**config.mk**
```make
export PLATFORM = sky130hd
export DESIGN_NAME = prob_delta_subexp_encoder
export DESIGN_NICKNAME = d
export VERILOG_FILES = /design/src/rtl/core/pdse_pkg.sv /design/src/rtl/core/pdse_remap.sv /design/src/rtl/core/pdse_split.sv /design/src/rtl/core/pdse_code.sv /design/src/rtl/core/prob_delta_subexp_encoder.sv
export SDC_FILE = /design/constraint.sdc
export NUM_CORES = 1
export LEC_CHECK = 0
export ABC_CLOCK_PERIOD_IN_PS = 6600
export BUFFER_PORTS_ARGS = -buffer_cell sky130_fd_sc_hd__buf_2
export CAP_MARGIN = 30
export CORE_AREA = 2 2 130 132
export CTS_CLUSTER_SIZE = 20
export DETAILED_ROUTE_END_ITERATION = 16
export DIE_AREA = 0 0 132 134
export GPL_TIMING_DRIVEN = 0
export PLACE_DENSITY = 0.65
export SLEW_MARGIN = 20
export SYNTH_ARGS = -nofsm -noshare
export SYNTH_HDL_FRONTEND = slang
export SYNTH_SLANG_ARGS = --single-unit
```
**constraint.sdc**
```tcl
create_clock -name clock -period 6.6 [get_ports clock]
set_input_delay 0.33 -clock clock [delete_from_list [all_inputs] [get_ports clock]]
set_output_delay 0.33 -clock clock [all_outputs]
set_load 0.02 [all_outputs]
```
**src/rtl/core/pdse_pkg.sv**
```systemverilog
// Package for the probability-delta subexponential encoder: widths, defaults,
// stage payload types and constant functions for the bucket layout of the code.
// No dependencies.
package pdse_pkg;

   localparam int unsigned SPLIT_MODULUS_DEF = 13;
   localparam int unsigned SUBEXP_K_DEF      = 4;
   localparam int unsigned ALPHABET          = 255;
   localparam int unsigned PROB_W            = 8;
   localparam int unsigned IDX_W             = 8;
   localparam int unsigned CODE_W            = 11;
   localparam int unsigned LEN_W             = 4;
   localparam int unsigned ACC_W             = 16;
   localparam int unsigned MAX_BUCKETS       = 8;
   localparam int unsigned RECIP_SHIFT       = 16;

   typedef struct packed {
      logic             invalid;
      logic [IDX_W-1:0] idx;
   } pdse_index_type;

   typedef struct packed {
      logic             invalid;
      logic [IDX_W-1:0] idx;
      logic [IDX_W-1:0] quot;
   } pdse_quot_type;

   typedef struct packed {
      logic              invalid;
      logic [IDX_W-1:0]  idx;
      logic [CODE_W-1:0] code_bits;
      logic [LEN_W-1:0]  code_length;
   } pdse_result_type;

   function automatic int unsigned bucket_bits(int unsigned i, int unsigned k);
      int unsigned b;
      b = (i != 0) ? k + i - 1 : k;
      if (b > 20) b = 20;
      return b;
   endfunction

   function automatic int unsigned bucket_base(int unsigned i, int unsigned k);
      int unsigned mk;
      mk = 0;
      for (int unsigned j = 0; j < 32; j++) begin
         if (j < i) mk += (1 << bucket_bits(j, k));
      end
      return mk;
   endfunction

   function automatic int unsigned term_bucket(int unsigned k);
      int unsigned t;
      logic        done;
      t    = 0;
      done = 1'b0;
      for (int unsigned s = 0; s < 32; s++) begin
         if (!done) begin
            if (ALPHABET <= bucket_base(s, k) + 3 * (1 << bucket_bits(s, k))) begin
               t    = s;
               done = 1'b1;
            end
         end
      end
      return t;
   endfunction

   function automatic int unsigned bit_count(int unsigned n);
      int unsigned l;
      l = 0;
      for (int unsigned s = 0; s < 32; s++) begin
         if ((n >> s) != 0) l = s + 1;
      end
      return l;
   endfunction

endpackage

```
**src/rtl/core/pdse_remap.sv**
```systemverilog
// First stage: recentres the new probability around the old one, mirrored
// for an old value in the upper half. Depends on pdse_pkg.
module pdse_remap (
   input  logic                         clock,
   input  logic                         reset,
   input  logic                         in_valid,
   output logic                         in_stall,
   input  logic [pdse_pkg::PROB_W-1:0]  new_prob,
   input  logic [pdse_pkg::PROB_W-1:0]  old_prob,
   output logic                         out_valid,
   input  logic                         out_stall,
   output pdse_pkg::pdse_index_type     out_data
);

   localparam logic [pdse_pkg::PROB_W-1:0] TOP_VAL = pdse_pkg::PROB_W'(pdse_pkg::ALPHABET - 1);

   logic                         valid_ff;
   logic                         valid_in;
   pdse_pkg::pdse_index_type     data_ff;
   pdse_pkg::pdse_index_type     data_in;
   logic [pdse_pkg::PROB_W-1:0]  v_fix;
   logic [pdse_pkg::PROB_W-1:0]  m_fix;
   logic [pdse_pkg::PROB_W-1:0]  v_z;
   logic [pdse_pkg::PROB_W-1:0]  m_z;
   logic [pdse_pkg::PROB_W-1:0]  x_val;
   logic [pdse_pkg::PROB_W-1:0]  y_val;
   logic [pdse_pkg::PROB_W:0]    rc_val;
   logic                         upper;

   assign in_stall = valid_ff && out_stall;

   always_comb begin
      v_fix = (new_prob == '0) ? pdse_pkg::PROB_W'(1) : new_prob;
      m_fix = (old_prob == '0) ? pdse_pkg::PROB_W'(1) : old_prob;
      v_z   = v_fix - pdse_pkg::PROB_W'(1);
      m_z   = m_fix - pdse_pkg::PROB_W'(1);
      upper = ({m_z, 1'b0} > (pdse_pkg::PROB_W + 1)'(pdse_pkg::ALPHABET));
      x_val = upper ? TOP_VAL - v_z : v_z;
      y_val = upper ? TOP_VAL - m_z : m_z;
      if ({1'b0, x_val} > {y_val, 1'b0}) begin
         rc_val = {1'b0, x_val};
      end else if (x_val >= y_val) begin
         rc_val = {x_val - y_val, 1'b0};
      end else begin
         rc_val = {y_val - x_val, 1'b0} - (pdse_pkg::PROB_W + 1)'(1);
      end
      data_in.invalid = (v_fix == m_fix);
      data_in.idx     = data_in.invalid ? '0
                                        : pdse_pkg::IDX_W'(rc_val - (pdse_pkg::PROB_W + 1)'(1));
      valid_in = in_stall ? valid_ff : in_valid;
   end

   always_ff @(posedge clock) begin
      if (reset) begin
         valid_ff <= 1'b0;
      end else begin
         valid_ff <= valid_in;
      end
      if (in_valid && !in_stall) begin
         data_ff <= data_in;
      end
   end

   assign out_valid = valid_ff;
   assign out_data  = data_ff;

endmodule

```
**src/rtl/core/pdse_split.sv**
```systemverilog
// Second and third stages: modulus split of the recentred index, a reciprocal
// multiply for the quotient, then correction and reordering. Depends on pdse_pkg.
module pdse_split #(
   parameter int unsigned SPLIT_MODULUS = pdse_pkg::SPLIT_MODULUS_DEF
) (
   input  logic                     clock,
   input  logic                     reset,
   input  logic                     in_valid,
   output logic                     in_stall,
   input  pdse_pkg::pdse_index_type in_data,
   output logic                     out_valid,
   input  logic                     out_stall,
   output pdse_pkg::pdse_index_type out_data
);

   localparam int unsigned HALF   = SPLIT_MODULUS / 2;
   localparam int unsigned NMAX   = pdse_pkg::ALPHABET - 1;
   localparam int unsigned TOP    = (NMAX >= 1 + HALF) ? (NMAX - 1 - HALF) / SPLIT_MODULUS + 1 : 1;
   localparam int unsigned RECIP  = (1 << pdse_pkg::RECIP_SHIFT) / SPLIT_MODULUS;
   localparam int unsigned PROD_W = pdse_pkg::IDX_W + pdse_pkg::RECIP_SHIFT;
   localparam int unsigned ARITH_W = 16;

   logic                          a_valid_ff;
   logic                          a_valid_in;
   pdse_pkg::pdse_quot_type       a_data_ff;
   pdse_pkg::pdse_quot_type       a_data_in;
   logic                          a_stall;
   logic                          b_valid_ff;
   logic                          b_valid_in;
   pdse_pkg::pdse_index_type      b_data_ff;
   pdse_pkg::pdse_index_type      b_data_in;
   logic [PROD_W-1:0]             prod;
   logic [ARITH_W-1:0]            qm;
   logic [ARITH_W-1:0]            rem0;
   logic [ARITH_W-1:0]            rem;
   logic [ARITH_W-1:0]            quot;
   logic [ARITH_W-1:0]            reord;

   assign a_stall  = b_valid_ff && out_stall;
   assign in_stall = a_valid_ff && a_stall;

   always_comb begin
      prod              = PROD_W'(in_data.idx) * PROD_W'(RECIP);
      a_data_in.invalid = in_data.invalid;
      a_data_in.idx     = in_data.idx;
      a_data_in.quot    = prod[PROD_W-1 -: pdse_pkg::IDX_W];
      a_valid_in        = in_stall ? a_valid_ff : in_valid;
   end

   always_comb begin
      qm   = ARITH_W'(a_data_ff.quot) * ARITH_W'(SPLIT_MODULUS);
      rem0 = ARITH_W'(a_data_ff.idx) - qm;
      if (rem0 >= ARITH_W'(SPLIT_MODULUS)) begin
         quot = ARITH_W'(a_data_ff.quot) + ARITH_W'(1);
         rem  = rem0 - ARITH_W'(SPLIT_MODULUS);
      end else begin
         quot = ARITH_W'(a_data_ff.quot);
         rem  = rem0;
      end
      if (rem == ARITH_W'(HALF)) begin
         reord = quot;
      end else if (rem >= ARITH_W'(HALF)) begin
         reord = ARITH_W'(TOP) + ARITH_W'(a_data_ff.idx) - quot - ARITH_W'(1);
      end else begin
         reord = ARITH_W'(TOP) + ARITH_W'(a_data_ff.idx) - quot;
      end
      b_data_in.invalid = a_data_ff.invalid;
      b_data_in.idx     = a_data_ff.invalid ? '0 : pdse_pkg::IDX_W'(reord);
      b_valid_in        = a_stall ? b_valid_ff : a_valid_ff;
   end

   always_ff @(posedge clock) begin
      if (reset) begin
         a_valid_ff <= 1'b0;
         b_valid_ff <= 1'b0;
      end else begin
         a_valid_ff <= a_valid_in;
         b_valid_ff <= b_valid_in;
      end
      if (in_valid && !in_stall) begin
         a_data_ff <= a_data_in;
      end
      if (a_valid_ff && !a_stall) begin
         b_data_ff <= b_data_in;
      end
   end

   assign out_valid = b_valid_ff;
   assign out_data  = b_data_ff;

endmodule

```
**src/rtl/core/pdse_code.sv**
```systemverilog
// Last stage: terminated subexponential code of the reordered index with a
// truncated-uniform tail, held in the output register. Depends on pdse_pkg.
module pdse_code #(
   parameter int unsigned SUBEXP_K = pdse_pkg::SUBEXP_K_DEF
) (
   input  logic                      clock,
   input  logic                      reset,
   input  logic                      in_valid,
   output logic                      in_stall,
   input  pdse_pkg::pdse_index_type  in_data,
   output logic                      out_valid,
   input  logic                      out_stall,
   output pdse_pkg::pdse_result_type out_data
);

   localparam int unsigned ACC_W  = pdse_pkg::ACC_W;
   localparam int unsigned CNT_W  = 5;
   localparam int unsigned TERM   = pdse_pkg::term_bucket(SUBEXP_K);
   localparam int unsigned U_BASE = pdse_pkg::bucket_base(TERM, SUBEXP_K);
   localparam int unsigned U_N    = pdse_pkg::ALPHABET - U_BASE;
   localparam int unsigned U_L    = pdse_pkg::bit_count(U_N);
   localparam int unsigned U_M    = (1 << U_L) - U_N;
   localparam int unsigned U_SH   = (U_L > 0) ? U_L - 1 : 0;
   localparam int unsigned ONES_T = (1 << TERM) - 1;

   logic                      valid_ff;
   logic                      valid_in;
   pdse_pkg::pdse_result_type data_ff;
   pdse_pkg::pdse_result_type data_in;
   logic                      found;
   logic [ACC_W-1:0]          acc;
   logic [CNT_W-1:0]          len;
   logic [ACC_W-1:0]          word;
   logic [ACC_W-1:0]          u_val;
   logic [ACC_W-1:0]          u_diff;
   logic [ACC_W-1:0]          u_x;

   assign in_stall = valid_ff && out_stall;

   always_comb begin
      found  = 1'b0;
      acc    = '0;
      len    = '0;
      word   = ACC_W'(in_data.idx);
      u_val  = word - ACC_W'(U_BASE);
      u_diff = u_val - ACC_W'(U_M);
      u_x    = ACC_W'(U_M) + (u_diff >> 1);
      for (int unsigned i = 0; i < pdse_pkg::MAX_BUCKETS; i++) begin
         if (i < TERM && !found &&
             word < ACC_W'(pdse_pkg::bucket_base(i, SUBEXP_K) +
                           (1 << pdse_pkg::bucket_bits(i, SUBEXP_K)))) begin
            found = 1'b1;
            acc   = ACC_W'(((1 << i) - 1) << (pdse_pkg::bucket_bits(i, SUBEXP_K) + 1)) |
                    (word - ACC_W'(pdse_pkg::bucket_base(i, SUBEXP_K)));
            len   = CNT_W'(i + 1 + pdse_pkg::bucket_bits(i, SUBEXP_K));
         end
      end
      if (!found) begin
         if (U_L == 0) begin
            acc = ACC_W'(ONES_T);
            len = CNT_W'(TERM);
         end else if (u_val < ACC_W'(U_M)) begin
            acc = ACC_W'(ONES_T << U_SH) | u_val;
            len = CNT_W'(TERM + U_SH);
         end else begin
            acc = ((ACC_W'(ONES_T << U_SH) | u_x) << 1) | ACC_W'(u_diff[0]);
            len = CNT_W'(TERM + U_SH + 1);
         end
      end
      data_in.invalid     = in_data.invalid;
      data_in.idx         = in_data.idx;
      data_in.code_bits   = in_data.invalid ? '0 : acc[pdse_pkg::CODE_W-1:0];
      if (in_data.invalid) begin
         data_in.code_length = '0;
      end else if (len > CNT_W'(15)) begin
         data_in.code_length = '1;
      end else begin
         data_in.code_length = len[pdse_pkg::LEN_W-1:0];
      end
      valid_in = in_stall ? valid_ff : in_valid;
   end

   always_ff @(posedge clock) begin
      if (reset) begin
         valid_ff <= 1'b0;
      end else begin
         valid_ff <= valid_in;
      end
      if (in_valid && !in_stall) begin
         data_ff <= data_in;
      end
   end

   assign out_valid = valid_ff;
   assign out_data  = data_ff;

endmodule

```
**src/rtl/core/prob_delta_subexp_encoder.sv**
```systemverilog
// Probability-delta subexponential encoder, top level. Uses pdse_pkg, pdse_remap,
// pdse_split and pdse_code.
// Pipeline: four register stages in order: remap, split quotient, split reorder, code.
// Throughput: one transfer per cycle; each stage holds while the one after it stalls.
// Reset: synchronous, clears every stage valid bit; payload registers are not reset.
module prob_delta_subexp_encoder #(
   parameter int unsigned SPLIT_MODULUS = pdse_pkg::SPLIT_MODULUS_DEF,
   parameter int unsigned SUBEXP_K      = pdse_pkg::SUBEXP_K_DEF
) (
   input  logic                         clock,
   input  logic                         reset,
   input  logic                         req_valid,
   output logic                         req_stall,
   input  logic [pdse_pkg::PROB_W-1:0]  req_new_prob,
   input  logic [pdse_pkg::PROB_W-1:0]  req_old_prob,
   output logic                         rsp_valid,
   input  logic                         rsp_stall,
   output logic [pdse_pkg::CODE_W-1:0]  rsp_code_bits,
   output logic [pdse_pkg::LEN_W-1:0]   rsp_code_length,
   output logic [pdse_pkg::IDX_W-1:0]   rsp_remapped_index,
   output logic                         rsp_invalid
);

   logic                      remap_valid;
   logic                      remap_stall;
   pdse_pkg::pdse_index_type  remap_data;
   logic                      split_valid;
   logic                      split_stall;
   pdse_pkg::pdse_index_type  split_data;
   pdse_pkg::pdse_result_type result;

   pdse_remap u_remap (
      .clock     (clock),
      .reset     (reset),
      .in_valid  (req_valid),
      .in_stall  (req_stall),
      .new_prob  (req_new_prob),
      .old_prob  (req_old_prob),
      .out_valid (remap_valid),
      .out_stall (remap_stall),
      .out_data  (remap_data)
   );

   pdse_split #(
      .SPLIT_MODULUS (SPLIT_MODULUS)
   ) u_split (
      .clock     (clock),
      .reset     (reset),
      .in_valid  (remap_valid),
      .in_stall  (remap_stall),
      .in_data   (remap_data),
      .out_valid (split_valid),
      .out_stall (split_stall),
      .out_data  (split_data)
   );

   pdse_code #(
      .SUBEXP_K (SUBEXP_K)
   ) u_code (
      .clock     (clock),
      .reset     (reset),
      .in_valid  (split_valid),
      .in_stall  (split_stall),
      .in_data   (split_data),
      .out_valid (rsp_valid),
      .out_stall (rsp_stall),
      .out_data  (result)
   );

   assign rsp_code_bits      = result.code_bits;
   assign rsp_code_length    = result.code_length;
   assign rsp_remapped_index = result.idx;
   assign rsp_invalid        = result.invalid;

   a_invalid_empty: assert property (@(posedge clock) disable iff (reset)
      rsp_valid && rsp_invalid |->
         rsp_code_length == '0 && rsp_code_bits == '0 && rsp_remapped_index == '0)
      else $error("invalid transfer carries a code");

   a_valid_has_code: assert property (@(posedge clock) disable iff (reset)
      rsp_valid && !rsp_invalid |-> rsp_code_length != '0)
      else $error("empty code on a valid delta");

   a_index_range: assert property (@(posedge clock) disable iff (reset)
      rsp_valid |-> rsp_remapped_index <= pdse_pkg::IDX_W'(pdse_pkg::ALPHABET - 2))
      else $error("remapped index out of range");

   a_bits_fit: assert property (@(posedge clock) disable iff (reset)
      rsp_valid && rsp_code_length < pdse_pkg::LEN_W'(pdse_pkg::CODE_W) |->
         (rsp_code_bits >> rsp_code_length) == '0)
      else $error("code bits above code length");

   a_stall_chain: assert property (@(posedge clock) disable iff (reset)
      req_stall |-> rsp_valid && rsp_stall)
      else $error("request stalled with output free");

endmodule
```
## Word level (Yosys, flattened, before mapping)

Index checks and enable logic that the tools add are counted.

- Reduce and logical (&&, ||, !) cells: 18
- $add $sub $neg: 20
- Eq/ne operators: 2
- Bitwise gates (word level): 1
- $lt $le $gt $ge: 10
- $mul: 2
- Muxes and demuxes: 27

Operators by type and width:

| operator | count |
|---|---|
| 11-bit two-way mux | 7 |
| 8-bit two-way mux | 9 |
| 8-bit by 1-bit subtractor with 8-bit output (second input constant) | 5 |
| 8-bit by 11-bit subtractor with 11-bit output | 2 |
| 8-bit by 13-bit multiplier with 21-bit output (second input constant) | 1 |
| 16-bit by 3-bit equality test with 1-bit output (second input constant) | 1 |
| 16-bit by 3-bit >= comparator with 1-bit output (second input constant) | 1 |
| 16-bit by 4-bit >= comparator with 1-bit output (second input constant) | 1 |
| 8-bit logical NOT | 2 |
| 16-bit by 7-bit less-than comparator with 1-bit output (second input constant) | 1 |
| 16-bit two-way mux | 1 |
| 16-bit by 4-bit subtractor with 16-bit output (second input constant) | 1 |
| 8-bit subtractor (first input constant) | 2 |
| 5-bit two-way mux | 3 |
| 7-bit subtractor | 2 |
| 8-bit by 12-bit subtractor with 13-bit output | 1 |
| 11-bit by 5-bit adder with 11-bit output (second input constant) | 1 |
| 11-bit by 1-bit bitwise OR with 11-bit output | 1 |
| 1-bit logical AND | 10 |
| 8-bit by 9-bit greater-than comparator with 1-bit output | 1 |
| 9-bit by 8-bit greater-than comparator with 1-bit output (second input constant) | 1 |
| 5-bit by 4-bit multiplier with 9-bit output (second input constant) | 1 |
| 8-bit by 7-bit subtractor with 9-bit output (second input constant) | 1 |
| 5-bit by 8-bit adder with 8-bit output (first input constant) | 1 |
| other kinds (15) | 23 |

- Output and inout port bits: 26
- Input bits: 20
- Bits in registers: 60

## Logic depth before layout (Yosys ltp)

- Depth in word-level cells: 13
- Gate-level depth with buffers: 27
- Mapped depth without buffers: 27

## By module

From an unflattened synthesis, not the netlist that was laid out.

- Cells, all modules: 830
- Area total of the unflattened synthesis: 7,628.6 sq um

By module, submodules not included:

| module | area an instance (sq um) | cells each | instances | sequential area each (sq um) |
|---|---|---|---|---|
| pdse_split | 3,885.0 | 395 | 1 | 730.7 |
| pdse_remap | 2,409.8 | 319 | 1 | 290.3 |
| pdse_code | 1,333.8 | 116 | 1 | 740.7 |

## Worst setup path before layout

Ideal clock, no wire load.

- Kind: reg2reg
- Start: reg u_split.a_data_ff[1] in the netlist's numbering
- End: reg u_split.b_data_ff, in the netlist u_split.out_data[7], data pin
- Setup slack: 0.651 ns
- Arrival: 5.695 ns
- Setup time: 0.254 ns
- Cell stages (with the launch flop): 27
- Cell sequence: edfxtp_1 ha_1 xor2_1 ha_1 ha_1 a21o_1 a21oi_1 xor2_1 ha_1 nor3b_1 a221oi_1 nand3_1 or3_1 nor4_4 mux2i_1 ha_1 ha_1 fa_1 a21oi_1 nor2_1 nor2_1 xnor2_1 nand2_1 nor3_1 o21ai_1 xnor2_1 nor2_1

- Word-level cells in the longest chain between the ends: 8

RTL lines:

| element | line | source |
|---|---|---|
| from (decl) | pdse_split.sv:25 | `pdse_pkg::pdse_quot_type a_data_ff;` |
| from (signal assigned) | pdse_split.sv:81 | `a_data_ff <= a_data_in;` |
| 5-bit by 4-bit multiplier with 9-bit output | pdse_split.sv:51 | `qm = ARITH_W'(a_data_ff.quot) * ARITH_W'(SPLIT_MODULUS);` |
| 8-bit by 12-bit subtractor with 13-bit output | pdse_split.sv:52 | `rem0 = ARITH_W'(a_data_ff.idx) - qm;` |
| 16-bit by 4-bit >= comparator with 1-bit output | pdse_split.sv:53 | `if (rem0 >= ARITH_W'(SPLIT_MODULUS)) begin` |
| 6-bit two-way mux | pdse_split.sv:53 |  |
| 8-bit subtractor | pdse_split.sv:63, pdse_split.sv:65 |  |
| 8-bit by 1-bit subtractor with 8-bit output | pdse_split.sv:63 | `reord = ARITH_W'(TOP) + ARITH_W'(a_data_ff.idx) - quot - ARITH_W'(1);` |
| 8-bit two-way mux | pdse_split.sv:62 | `end else if (rem >= ARITH_W'(HALF)) begin` |
| 8-bit two-way mux * | pdse_split.sv:60 | `if (rem == ARITH_W'(HALF)) begin` |
| to (signal assigned) | pdse_split.sv:84 | `b_data_ff <= b_data_in;` |
| to (decl) | pdse_split.sv:30 | `pdse_pkg::pdse_index_type b_data_ff;` |

Every way passes the cells marked *; elsewhere a longest branch is shown, timed or not.
A chain may end at the register's enable or synchronous reset.

## Final worst setup path

Same ends and word-level chain as after synthesis.

==> results.sh <==
export IMPL_antenna_found_initial=0
export IMPL_seq_area_frac_synth=0.244
export IMPL_io_buffers=35
export IMPL_synth_seq_cells=60
export IMPL_fin_crit_sh=0.944
export IMPL_clk_path_buf_depth=2
export IMPL_tightest_slew_ns=0.960
export IMPL_clk_insertion_delay_late_ns=0.33
export IMPL_grt_max_degree=25
export IMPL_initial_core_util=0.443
export IMPL_setup_tns_ns=0
export IMPL_syn_area_mm2=0.00722
export IMPL_fp_dieW_um=132
export IMPL_finalNonFillerCells=1070
export IMPL_crit_slowest_cell="edfxtp_1"
export IMPL_dp_cells=1046
export IMPL_drt_vias_per_instance=5.38
export IMPL_cp_max_fo=5
export IMPL_final_hold_viol_count=0
export IMPL_synth_cells=791
export IMPL_ys_top_cells_by_area="edfxtp_1 (23%), ha_1 (20%), fa_1 (7.2%)"
export IMPL_drc_errors=0
export IMPL_dpl_cell_area_mm2=0.00768
export IMPL_met1_usage=0.233
export IMPL_start_kind="register"
export IMPL_post_route_cell_area_mm2=0.00805
export IMPL_relSlewSlack=0.350
export IMPL_hold_class="in2reg"
export IMPL_cp_slowest_stage_delay_ns=0.45
export IMPL_status="completed"
export IMPL_drt_iter0_markers=281
export IMPL_wl_mm=14.7
export IMPL_clkSlewWorstSetupHoldPaths_ns=0.05
export IMPL_async_reset_ff_frac=0
export IMPL_first_global_vias=5475
export IMPL_synth_flop_cell="edfxtp_1"
export IMPL_busiest_layer="met2"
export IMPL_cts_htree_levels=3
export IMPL_cts_buffers=9
export IMPL_io_pins=46
export IMPL_syn2layout_area_growth_pct=11.6
export IMPL_max_freq_ghz=0.160
export IMPL_cap_violations=0
export IMPL_worstSetupPathType="reg2reg"
export IMPL_worstPathRequired_ns=6.68
export IMPL_grt_pass1_wl_mm=25.6
export IMPL_final_util=0.494
export IMPL_diodes=0
export IMPL_grt_remaining_overflow=0
export IMPL_cts_sinks=60
export IMPL_syn_area_per_cell_um2=9.13
export IMPL_core_area_mm2=0.0163
export IMPL_drtPass1Iterations=5
export IMPL_synth_edf_count=56
export IMPL_clock_skew_ns=0.00517
export IMPL_yosysTopAreaCellShare=0.233
export IMPL_wire_per_inst_um=13.8
export IMPL_cts_hold_buffers=0
export IMPL_drive_gt1_frac=0.113
export IMPL_path_buf_inv=2
export IMPL_die_h_um=134
export IMPL_rsz0062_at_grt="no"
export IMPL_critPathTopFamily="adder cells"
export IMPL_cts_tree="yes"
export IMPL_synth_cell_type_count=80
export IMPL_gp_congestion=0.888
export IMPL_synth_net_count=951
export IMPL_cts_root_buf="clkbuf_16"
export IMPL_worstPathArrival_ns=6.31
export IMPL_die_area_mm2=0.0177
export IMPL_use_met2=0.302
export IMPL_gr_usage_met3=0.0238
export IMPL_ys_warn_count=0
export IMPL_dp_hpwl_mm=12.0
export IMPL_synth_top_area_cell="edfxtp_1"
export IMPL_nNetsFinal=1005
export IMPL_min_period_ns=6.23
export IMPL_setup_viol=0
export IMPL_num_rows=47
export IMPL_route_vias_total=5759
export IMPL_postRouteAntennaNets=0
export IMPL_slew_viol_final=0
export IMPL_grt_total_usage=0.174
export IMPL_crit_path_end_kind="register"
export IMPL_crit_path_frequent_cell="ha_1"
-- per-layer routing --
layer | up-vias | wire [µm] | part of all wire
met1 | 2704 | 7020 | 0.48
li1 | 2944 | - | -
met5 | - | 0 | 0
met2 | 98 | 7170 | 0.49
met4 | 0 | 161 | 0.011
met3 | 13 | 386 | 0.026
-- flip-flops by register name (all words and copies together) (netlist names) --
name                count
u_code.out_data        24
u_split.out_data        9
u_split.a_data_ff      14
u_remap.out_valid       1
u_split.a_valid_ff      1
u_split.out_valid       1
u_remap.out_data        9
u_code.out_valid        1
-- cells in the final DEF, fill, tap and decap left out, types with 5 or more instances in the layout --
cell / count
o21ai_0: 29
ha_1: 114
nor2b_1: 7
nor3_1: 18
nand2_1: 28
inv_1: 102
buf_2: 38
or3_1: 9
xor2_1: 21
mux2_2: 5
clkbuf_16: 9
nand3b_1: 5
xnor2_1: 43
a21oi_1: 41
nor4_1: 7
and3_1: 7
nand3_1: 18
nand2b_1: 10
a21o_1: 16
o211ai_1: 6
nand4_1: 7
clkbuf_1: 17
buf_4: 9
o22ai_1: 5
a31oi_1: 5
a211oi_1: 9
fa_1: 25
mux2i_1: 8
nor3b_1: 5
nor2_1: 65
edfxtp_1: 56
-- kinds of logic after synthesis --
logic type | share of synthesized area
adder cells (fa/ha/maj) | 0.271
XOR/XNOR | 0.0777
AO/OA/AOI/OAI | 0.162
multiplexers | 0.0225
buffers and inverters | 0.0693
flip-flops | 0.244
AND/OR/NAND/NOR | 0.153
-- cells in the mapped netlist (6+ instances only) --
library cell	count
xnor2_1	43
inv_1	102
nand2_1	28
o211ai_1	6
nor2b_1	7
nor4_1	7
and3_1	7
xor2_1	21
nand4_1	7
clkbuf_1	16
nand2b_1	10
fa_1	26
a21oi_1	44
a211oi_1	9
mux2i_1	8
nand3_1	18
nor3_1	18
a21o_1	16
or3_1	9
nor2_1	66
o21ai_0	29
ha_1	114
edfxtp_1	56
-- worst register-to-register path: cells and delay by family, from the launching register on --
family / cells / cell delay [ns]
AOI/OAI and AO/OA: 9 / 1.52
DFF: 1 / 0.45
and+or+nand+nor: 6 / 1.07
xor gates and xnor gates: 5 / 0.80
adders and majority gates: 6 / 1.82
buffers and inverters: 2 / 0.30
-- worst paths after layout --
check                           slack (ns)  depth (start not counted)                     to                  from
worst max-delay path                  0.37                         28    u_split.out_data[7]  u_split.a_data_ff[1]
worst min-delay path                  0.21                          2      u_remap.out_valid                 reset
worst max register to register        0.37                         28    u_split.out_data[7]  u_split.a_data_ff[1]
worst min register to register        0.42                          0  u_split.a_data_ff[16]   u_remap.out_data[8]
-- timing repair --
action / CTS / global route
resized for setup: 0 / 5
buffers inserted: 2 / 6
setup endpoints to repair: 1 / 3
pin swaps: 1 / 6
-- layout make-up --
type                            count  area [µm²]
Clock inverter                      6        63.8
Clock buffer                       10         229
Sequential cell                    60        1760
Tap cell                          220         275
Fill cell                        1545        8240
Multi-Input combinational cell    604        4990
Inverter                          104         392
Timing Repair Buffer               43         235
Buffer                             23         109
-- through the flow --
stage               hold WS (ns)  setup slack [ns]
finish                     0.214             0.368
global route               0.219            0.0266
CTS                        0.203            0.0370
detailed placement         0.413            0.0177
global placement           0.404            0.0538
floorplan                  0.399             0.651
Power is not shown: default switching activity piles up to over one toggle a cycle in this logic, so the estimate is an artifact.
